[src/design/posix_cksum_crc32_top_defines.svh]
// ----------------------------------------------------------------------------
// posix_cksum_crc32 assertion macros
// Concurrent check wrappers used by the checksum datapath.
// ----------------------------------------------------------------------------
`ifndef POSIX_CKSUM_CRC32_TOP_DEFINES_SVH
`define POSIX_CKSUM_CRC32_TOP_DEFINES_SVH

`ifndef NO_ASSERTIONS
`define CKCRC_ASSERT(label, clk, rst, prop) \
   label: assert property (@(posedge clk) disable iff (rst) prop) \
      else $error("ckcrc assertion failed");
`define CKCRC_ASSERT_NEVER(label, clk, rst, cond) \
   label: assert property (@(posedge clk) disable iff (rst) !(cond)) \
      else $error("ckcrc forbidden condition");
`else
`define CKCRC_ASSERT(label, clk, rst, prop)
`define CKCRC_ASSERT_NEVER(label, clk, rst, cond)
`endif

`endif

[src/design/ckcrc_pkg.sv]
// ----------------------------------------------------------------------------
// ckcrc_pkg
// Shared constants, types and the byte-wide CRC-32 update function.
// ----------------------------------------------------------------------------
package ckcrc_pkg;

   localparam int LENGTH_WIDTH = 32;

   localparam logic [31:0] CRC_POLY = 32'h04C1_1DB7;

   typedef logic [LENGTH_WIDTH-1:0] len_type;

   localparam len_type LEN_MAX = {LENGTH_WIDTH{1'b1}};

   typedef struct packed {
      logic accept;
      logic trail_step;
      logic finish;
   } ckcrc_cmd_type;

   typedef struct packed {
      logic rem_zero;
      logic out_free;
   } ckcrc_status_type;

   // MSB-first, one byte
   function automatic logic [31:0] crc_feed(input logic [31:0] crc, input logic [7:0] data);
      logic [31:0] c;
      c = crc ^ {data, 24'h0};
      for (int k = 0; k < 8; k++) begin
         c = c[31] ? ((c << 1) ^ CRC_POLY) : (c << 1);
      end
      return c;
   endfunction

endpackage

[src/design/ckcrc_channels.sv]
// ----------------------------------------------------------------------------
// ckcrc channels
// Valid/ready interfaces for the byte input and the checksum result.
// ----------------------------------------------------------------------------
interface ckcrc_req_if;
   logic       valid;
   logic       ready;
   logic [7:0] data_byte;
   logic       byte_valid;
   logic       last;

   modport source (output valid, data_byte, byte_valid, last, input ready);
   modport sink   (input valid, data_byte, byte_valid, last, output ready);
endinterface

interface ckcrc_rsp_if;
   logic        valid;
   logic        ready;
   logic [31:0] crc_value;
   logic [31:0] byte_count;
   logic        length_overflow;

   modport source (output valid, crc_value, byte_count, length_overflow, input ready);
   modport sink   (input valid, crc_value, byte_count, length_overflow, output ready);
endinterface

[src/design/posix_cksum_crc32_top.sv]
// ----------------------------------------------------------------------------
// posix_cksum_crc32_top
// POSIX cksum CRC-32 with appended byte count over a byte stream.
// ----------------------------------------------------------------------------
// Usage:
//   req_chan carries one byte per transfer (data_byte qualified by byte_valid)
//   and last to close a message; a transfer with byte_valid low and last high
//   ends a message without a byte. rsp_chan carries one result per message:
//   the inverted CRC, the saturated byte count and the overflow flag.
//   Message bytes are taken at one per cycle. After the transfer with last,
//   the length trailer feeds each significant count byte (0 to 4 for a
//   32-bit counter) through the CRC, low byte first, then the result
//   register is loaded when it is free; req ready is low after the
//   transfer with last until that load. The result register parts the two
//   sides: bytes of the next message are taken while a result waits. If rsp
//   ready stays low, the next message's result waits in the trailer state
//   and req ready stays low until taken. Synchronous reset clears the CRC,
//   counter, saturation flag and result valid; req ready rises in the cycle
//   after reset is released.
// ----------------------------------------------------------------------------
module posix_cksum_crc32_top (
   input logic         clock,
   input logic         reset,
   ckcrc_req_if.sink   req_chan,
   ckcrc_rsp_if.source rsp_chan
);
   import ckcrc_pkg::*;

   ckcrc_cmd_type    cmd;
   ckcrc_status_type status;

   ckcrc_ctrl u_ctrl (
      .clock     (clock),
      .reset     (reset),
      .req_valid (req_chan.valid),
      .req_last  (req_chan.last),
      .req_ready (req_chan.ready),
      .cmd       (cmd),
      .status    (status)
   );

   ckcrc_datapath u_datapath (
      .clock           (clock),
      .reset           (reset),
      .cmd             (cmd),
      .status          (status),
      .data_byte       (req_chan.data_byte),
      .byte_valid      (req_chan.byte_valid),
      .rsp_valid       (rsp_chan.valid),
      .rsp_ready       (rsp_chan.ready),
      .crc_value       (rsp_chan.crc_value),
      .byte_count      (rsp_chan.byte_count),
      .length_overflow (rsp_chan.length_overflow)
   );

endmodule

[src/design/ckcrc_datapath.sv]
// ----------------------------------------------------------------------------
// ckcrc_datapath
// CRC and byte counter registers, length trailer shifter, result register.
// ----------------------------------------------------------------------------
`include "posix_cksum_crc32_top_defines.svh"

module ckcrc_datapath (
   input  logic                      clock,
   input  logic                      reset,
   input  ckcrc_pkg::ckcrc_cmd_type  cmd,
   output ckcrc_pkg::ckcrc_status_type status,
   input  logic [7:0]                data_byte,
   input  logic                      byte_valid,
   output logic                      rsp_valid,
   input  logic                      rsp_ready,
   output logic [31:0]               crc_value,
   output logic [31:0]               byte_count,
   output logic                      length_overflow
);
   import ckcrc_pkg::*;

   logic [31:0] crc_ff, crc_in;
   len_type     len_ff, len_in;
   logic        sat_ff, sat_in;
   len_type     rem_ff, rem_in;
   logic        out_full_ff, out_full_in;
   logic [31:0] out_crc_ff, out_crc_in;
   logic [31:0] out_count_ff, out_count_in;
   logic        out_ovf_ff, out_ovf_in;

   logic [63:0] len_wide;
   logic        len_big;

   assign len_wide = 64'(len_ff);
   assign len_big  = len_wide > 64'h0000_0000_FFFF_FFFF;

   always_comb begin
      crc_in       = crc_ff;
      len_in       = len_ff;
      sat_in       = sat_ff;
      rem_in       = rem_ff;
      out_full_in  = out_full_ff & ~rsp_ready;
      out_crc_in   = out_crc_ff;
      out_count_in = out_count_ff;
      out_ovf_in   = out_ovf_ff;

      if (cmd.accept) begin
         if (byte_valid) begin
            crc_in = crc_feed(crc_ff, data_byte);
            if (len_ff == LEN_MAX) begin
               sat_in = 1'b1;
            end else begin
               len_in = len_ff + len_type'(1);
            end
         end
         rem_in = len_in;
      end

      if (cmd.trail_step) begin
         crc_in = crc_feed(crc_ff, rem_ff[7:0]);
         rem_in = rem_ff >> 8;
      end

      if (cmd.finish) begin
         out_crc_in   = ~crc_ff;
         out_count_in = len_big ? 32'hFFFF_FFFF : len_wide[31:0];
         out_ovf_in   = sat_ff | len_big;
         out_full_in  = 1'b1;
         crc_in       = '0;
         len_in       = '0;
         sat_in       = 1'b0;
      end
   end

   always_ff @(posedge clock) begin
      if (reset) begin
         crc_ff      <= '0;
         len_ff      <= '0;
         sat_ff      <= 1'b0;
         out_full_ff <= 1'b0;
      end else begin
         crc_ff      <= crc_in;
         len_ff      <= len_in;
         sat_ff      <= sat_in;
         out_full_ff <= out_full_in;
      end
      rem_ff       <= rem_in;
      out_crc_ff   <= out_crc_in;
      out_count_ff <= out_count_in;
      out_ovf_ff   <= out_ovf_in;
   end

   assign status.rem_zero = (rem_ff == '0);
   assign status.out_free = ~out_full_ff | rsp_ready;

   assign rsp_valid       = out_full_ff;
   assign crc_value       = out_crc_ff;
   assign byte_count      = out_count_ff;
   assign length_overflow = out_ovf_ff;

   `CKCRC_ASSERT(a_sat_holds_max, clock, reset, sat_ff |-> (len_ff == LEN_MAX))
   `CKCRC_ASSERT(a_finish_after_trailer, clock, reset, cmd.finish |-> (rem_ff == '0))
   `CKCRC_ASSERT(a_finish_clears, clock, reset,
      cmd.finish |=> (out_full_ff && crc_ff == '0 && len_ff == '0 && !sat_ff))
   `CKCRC_ASSERT_NEVER(a_no_overlap, clock, reset, cmd.accept && (cmd.trail_step || cmd.finish))

endmodule

[src/design/ckcrc_ctrl.sv]
// ----------------------------------------------------------------------------
// ckcrc_ctrl
// Sequencer: byte intake, length trailer steps, result hand-off.
// ----------------------------------------------------------------------------
module ckcrc_ctrl (
   input  logic                        clock,
   input  logic                        reset,
   input  logic                        req_valid,
   input  logic                        req_last,
   output logic                        req_ready,
   output ckcrc_pkg::ckcrc_cmd_type    cmd,
   input  ckcrc_pkg::ckcrc_status_type status
);
   import ckcrc_pkg::*;

   typedef enum logic {
      S_RUN,
      S_TRAIL
   } state_type;

   state_type state_ff, state_in;
   logic      ready_ff, ready_in;

   always_comb begin
      state_in       = state_ff;
      cmd.accept     = req_valid & ready_ff;
      cmd.trail_step = 1'b0;
      cmd.finish     = 1'b0;
      case (state_ff)
         S_RUN: begin
            if (cmd.accept && req_last) begin
               state_in = S_TRAIL;
            end
         end
         S_TRAIL: begin
            if (!status.rem_zero) begin
               cmd.trail_step = 1'b1;
            end else if (status.out_free) begin
               cmd.finish = 1'b1;
               state_in   = S_RUN;
            end
         end
         default: begin
            state_in = S_RUN;
         end
      endcase
      ready_in = (state_in == S_RUN);
   end

   always_ff @(posedge clock) begin
      if (reset) begin
         state_ff <= S_RUN;
         ready_ff <= 1'b0;
      end else begin
         state_ff <= state_in;
         ready_ff <= ready_in;
      end
   end

   assign req_ready = ready_ff;

endmodule
[src/flat_wrapper.sv]
// flat-port wrapper written by rule: the top's interface ports become plain ports
module posix_cksum_crc32_top_flat import ckcrc_pkg::*;
  (clock, reset, req_chan_valid, req_chan_data_byte, req_chan_byte_valid, req_chan_last, req_chan_ready, rsp_chan_valid, rsp_chan_crc_value, rsp_chan_byte_count, rsp_chan_length_overflow, rsp_chan_ready);
  ckcrc_req_if req_chan_i ();
  ckcrc_rsp_if rsp_chan_i ();
  input logic clock;
  input logic reset;
  input wire logic [$bits(req_chan_i.valid)-1:0] req_chan_valid;
  input wire logic [$bits(req_chan_i.data_byte)-1:0] req_chan_data_byte;
  input wire logic [$bits(req_chan_i.byte_valid)-1:0] req_chan_byte_valid;
  input wire logic [$bits(req_chan_i.last)-1:0] req_chan_last;
  output wire logic [$bits(req_chan_i.ready)-1:0] req_chan_ready;
  output wire logic [$bits(rsp_chan_i.valid)-1:0] rsp_chan_valid;
  output wire logic [$bits(rsp_chan_i.crc_value)-1:0] rsp_chan_crc_value;
  output wire logic [$bits(rsp_chan_i.byte_count)-1:0] rsp_chan_byte_count;
  output wire logic [$bits(rsp_chan_i.length_overflow)-1:0] rsp_chan_length_overflow;
  input wire logic [$bits(rsp_chan_i.ready)-1:0] rsp_chan_ready;
  assign req_chan_i.valid = req_chan_valid;
  assign req_chan_i.data_byte = req_chan_data_byte;
  assign req_chan_i.byte_valid = req_chan_byte_valid;
  assign req_chan_i.last = req_chan_last;
  assign req_chan_ready = req_chan_i.ready;
  assign rsp_chan_valid = rsp_chan_i.valid;
  assign rsp_chan_crc_value = rsp_chan_i.crc_value;
  assign rsp_chan_byte_count = rsp_chan_i.byte_count;
  assign rsp_chan_length_overflow = rsp_chan_i.length_overflow;
  assign rsp_chan_i.ready = rsp_chan_ready;
  posix_cksum_crc32_top u_core (.clock(clock), .reset(reset), .req_chan(req_chan_i), .rsp_chan(rsp_chan_i));
endmodule
[config.mk]
export PLATFORM = sky130hd
export DESIGN_NAME = posix_cksum_crc32_top_flat
export DESIGN_NICKNAME = d
export VERILOG_FILES = /design/src/design/ckcrc_pkg.sv /design/src/design/ckcrc_channels.sv /design/src/design/posix_cksum_crc32_top.sv /design/src/design/ckcrc_datapath.sv /design/src/design/ckcrc_ctrl.sv /design/src/flat_wrapper.sv
export VERILOG_INCLUDE_DIRS = /design/src /design/src/design
export SDC_FILE = /design/constraint.sdc
export NUM_CORES = 1
export LEC_CHECK = 0
export BUFFER_PORTS_ARGS = -buffer_cell sky130_fd_sc_hd__buf_2
export CORE_MARGIN = 3
export CORE_UTILIZATION = 25
export CTS_BUF_LIST = sky130_fd_sc_hd__clkbuf_8 sky130_fd_sc_hd__clkbuf_16
export DETAILED_ROUTE_END_ITERATION = 8
export GPL_ROUTABILITY_DRIVEN = 0
export PLACE_DENSITY = 0.4
export SETUP_SLACK_MARGIN = 0.5
export SYNTH_ARGS = -nofsm -noshare
export SYNTH_HDL_FRONTEND = slang
export SYNTH_SLANG_ARGS = --single-unit
[constraint.sdc]
create_clock -name clock -period 10.05 [get_ports clock]
set_input_delay 2.5125 -clock clock [delete_from_list [all_inputs] [get_ports clock]]
set_output_delay 2.5125 -clock clock [all_outputs]
set_load 0.1 [all_outputs]
==> impl_metrics.ini <==
[status]
status = complete, no violations

[critical_path]
regToRegSetupSlack_ps = 6910
rr_endpoint = u_core.u_datapath.rem_ff[17]$_DFFE_PP_
reg2regPathDepth = 8
worstPathArrival_ps = 4740
critPathMaxFanout = 52
r2r-start = u_core.u_datapath.len_ff[0]$_SDFFE_PP0P_
path_class = input pin to register
required_ps = 10410
critPathLaunchType = input pin
cp-end-kind = register

[synthesis]
synth_top_area_frac = 0.3189
synth-main-ff-cell = edfxtp_1
ys_seq_area_frac = 0.5004
ys_ff_latch = 165
synthesis.nets = 840
synth_cells = 825
synth_cell_types = 46
synthTopCellsByArea = edfxtp_1, dfxtp_1, xnor2_1
synth_edf_count = 89
avgSynthCellArea_sq_um = 10.16
syn-cell-area_sq_um = 8382
ys_warn_count = 0
async_flop_share = 0
synth_top_area_cell = edfxtp_1

[cts]
tritoncts = built
clkLatencyLatePin_ps = 430
cts_sinks = 165
cts_setup_buffers = 0
clk_pin_slew_ps = 80
postCtsHoldBufs = 0
numCtsBuffers = 17
cts_root_buffer = clkbuf_16
cts_buffer_depth = 2
cts_resized = 0
htreeDepth = 4

[run]
cap_violations = 0

[sta]
worst_slew_margin_rel = 0.2938
finalSetupViolCount = 0
fmax_mhz = 228.6
hold_viol = 0
tightest_slew_ps = 1059
slew_violations = 0
grt_setup_unrepaired = false
tns_ps = 0
fin_skew_ps = 13.06
min_period_over_period = 0.4352
fin_crit_ps = 4374

[power_and_ir_drop]
power_density_nw_per_um2 = 197.0
power.share.combinational = 0.256
p_int_mw = 1.321
ir_drop_mv = 0.1160
switchingPower_mw = 0.6135
p_sw_frac = 0.3172
seq_power_share = 0.401
fin_total_pwr_mw = 1.934
power_frac_clock = 0.343
leakage_nw = 3.397

[floorplan]
die_h_um = 189.1
row_count = 66
dieArea_sq_um = 35760
core_sq_um = 32780
initial_core_util = 0.2557
ios = 81
die_w_um = 189.1

[grt]
antenna_found_initial = 0
grt_pass1_wl_um = 36000
grt_pass1_vias = 5875
grt_max_degree = 83
grtUsageTotal = 0.1298
grt_overflow = 0

[hold_path]
hold_class = register to register
hold_start = u_core.u_datapath.sat_ff$_SDFFE_PP0P_
whs_path_depth = 0
worstHoldEndpoint = u_core.u_datapath.length_overflow$_DFFE_PP_

[routing]
initialDrtViolationCount = 324
wl_um = 23240
wl_per_cell_um = 17.35
drtPass1Iterations = 5
vias = 6020
drc = 0
antenna_left = 0
routed_via_density = 4.496

[cells_and_area]
drive_above_1_share = 0.1494
seq_area_sq_um = 4194
fillers = 3508
multi_input_area_sq_um = 3895
final_cell_mix = xnor2_1, edfxtp_1, buf_2
fin_nets = 899
syn_to_final_growth_pct = 17.12
diodes = 0
final_cells = 1339
final_common_cell = xnor2_1

[place]
place_inst = 1307
port_buffers = 80
hpwl_um = 16080
logic make-up (layout without fill, tap and decap cells):
kind of cell             Yosys count  in the layout  synth area share
XOR/XNOR                         192            192            0.2166
flip-flops                       165            165            0.5004
AND/OR/NAND/NOR                  261            261            0.1538
adder cells (fa/ha/maj)            1              1          0.001493
multiplexers                       8              8          0.009703
AO/OA/AOI/OAI                    116            116           0.08061
buffers and inverters             82            154           0.03747
sequential cells by signal (all words and copies together), names as in the netlist:
name                               cells
u_core.u_datapath.length_overflow      1
u_core.u_ctrl.req_ready                1
u_core.u_datapath.rsp_valid            1
u_core.u_datapath.byte_count          32
u_core.u_datapath.crc_value           32
u_core.u_datapath.rem_ff              32
u_core.u_datapath.crc_ff              32
u_core.u_datapath.len_ff              32
u_core.u_datapath.sat_ff               1
u_core.u_ctrl.state_ff                 1
through the flow:
stage                 util  hold WS (ps)  area [sq um]  setup WS (ps)
finish              0.2994         449.0          9817           5676
global route        0.2994         462.6          9817           5496
CTS                 0.2994         454.9          9817           5697
detailed placement  0.2813         435.6          9223           5236
global placement    0.2813         426.5          9223           5262
floorplan                -         402.9          8388           2506
cell type report:
cell class	count	share of cell area
sequential	165	0.4272
tap	442	0.05633
clock buffer	17	0.04333
clock inverter	15	0.01721
multi-input combinational	578	0.3968
inverter	36	0.01377
timing repair buffer	86	0.04537
per-layer routing:
| layer | global-route usage | part of all wire | vias up |
|---|---|---|---|
| li1 | - | - | 2995 |
| met1 | 0.1770 | 0.48 | 2887 |
| met2 | 0.2152 | 0.48 | 122 |
| met3 | 0.02333 | 0.030 | 16 |
| met4 | 0.02893 | 0.0099 | 0 |
| met5 | 0 | 0 | - |
worst max-delay path by stage:
stage                                   start  cells after the start                                         to  slack, ps
after floorplan                rsp_chan_ready                      7          u_core.u_ctrl.state_ff$_SDFF_PP0_       2510
after global placement    req_chan_byte_valid                      5  u_core.u_datapath.len_ff[29]$_SDFFE_PP0P_       5260
after detailed placement  req_chan_byte_valid                      5  u_core.u_datapath.len_ff[29]$_SDFFE_PP0P_       5240
after CTS                 req_chan_byte_valid                      5  u_core.u_datapath.len_ff[29]$_SDFFE_PP0P_       5700
after global routing      req_chan_byte_valid                      5  u_core.u_datapath.len_ff[31]$_SDFFE_PP0P_       5500
final                     req_chan_byte_valid                      5  u_core.u_datapath.len_ff[29]$_SDFFE_PP0P_       5680
power groups by stage:
| stage | Sequential [mW] | Combinational [mW] | Clock (mW) |
|---|---|---|---|
| 4_1_cts | 0.776 | 0.500 | 0.687 |
| 5_1_grt | 0.780 | 0.545 | 0.714 |
| 3_3_place_gp | 0.792 | 0.498 | 0 |
| 6_report | 0.775 | 0.495 | 0.664 |
| 3_5_place_dp | 0.792 | 0.495 | 0 |
| 2_1_floorplan | 0.778 | 0.397 | 0 |
worst max-delay path, stage by stage:
cell     delay (ps)
buf_2           390
and3_2          990
nand3_1         280
or4_1           450
nand2_1          70
cells in the mapped netlist, drive strengths merged (2+ instances only):
master / n
or2: 2
a311oi: 3
edfxtp: 89
buf: 12
and3: 11
o21ai: 48
nand4: 17
nand3: 49
nand2: 58
inv: 36
and4: 3
xor2: 64
nor3b: 2
nor2: 65
o211ai: 4
nor3: 15
dfxtp: 76
a21oi: 32
or3: 5
a211oi: 26
xnor2: 121
mux2i: 7
or4: 3
nor4: 20
and2: 6
xnor3: 7
clkbuf: 34
Power figures use the tool's default switching activity.
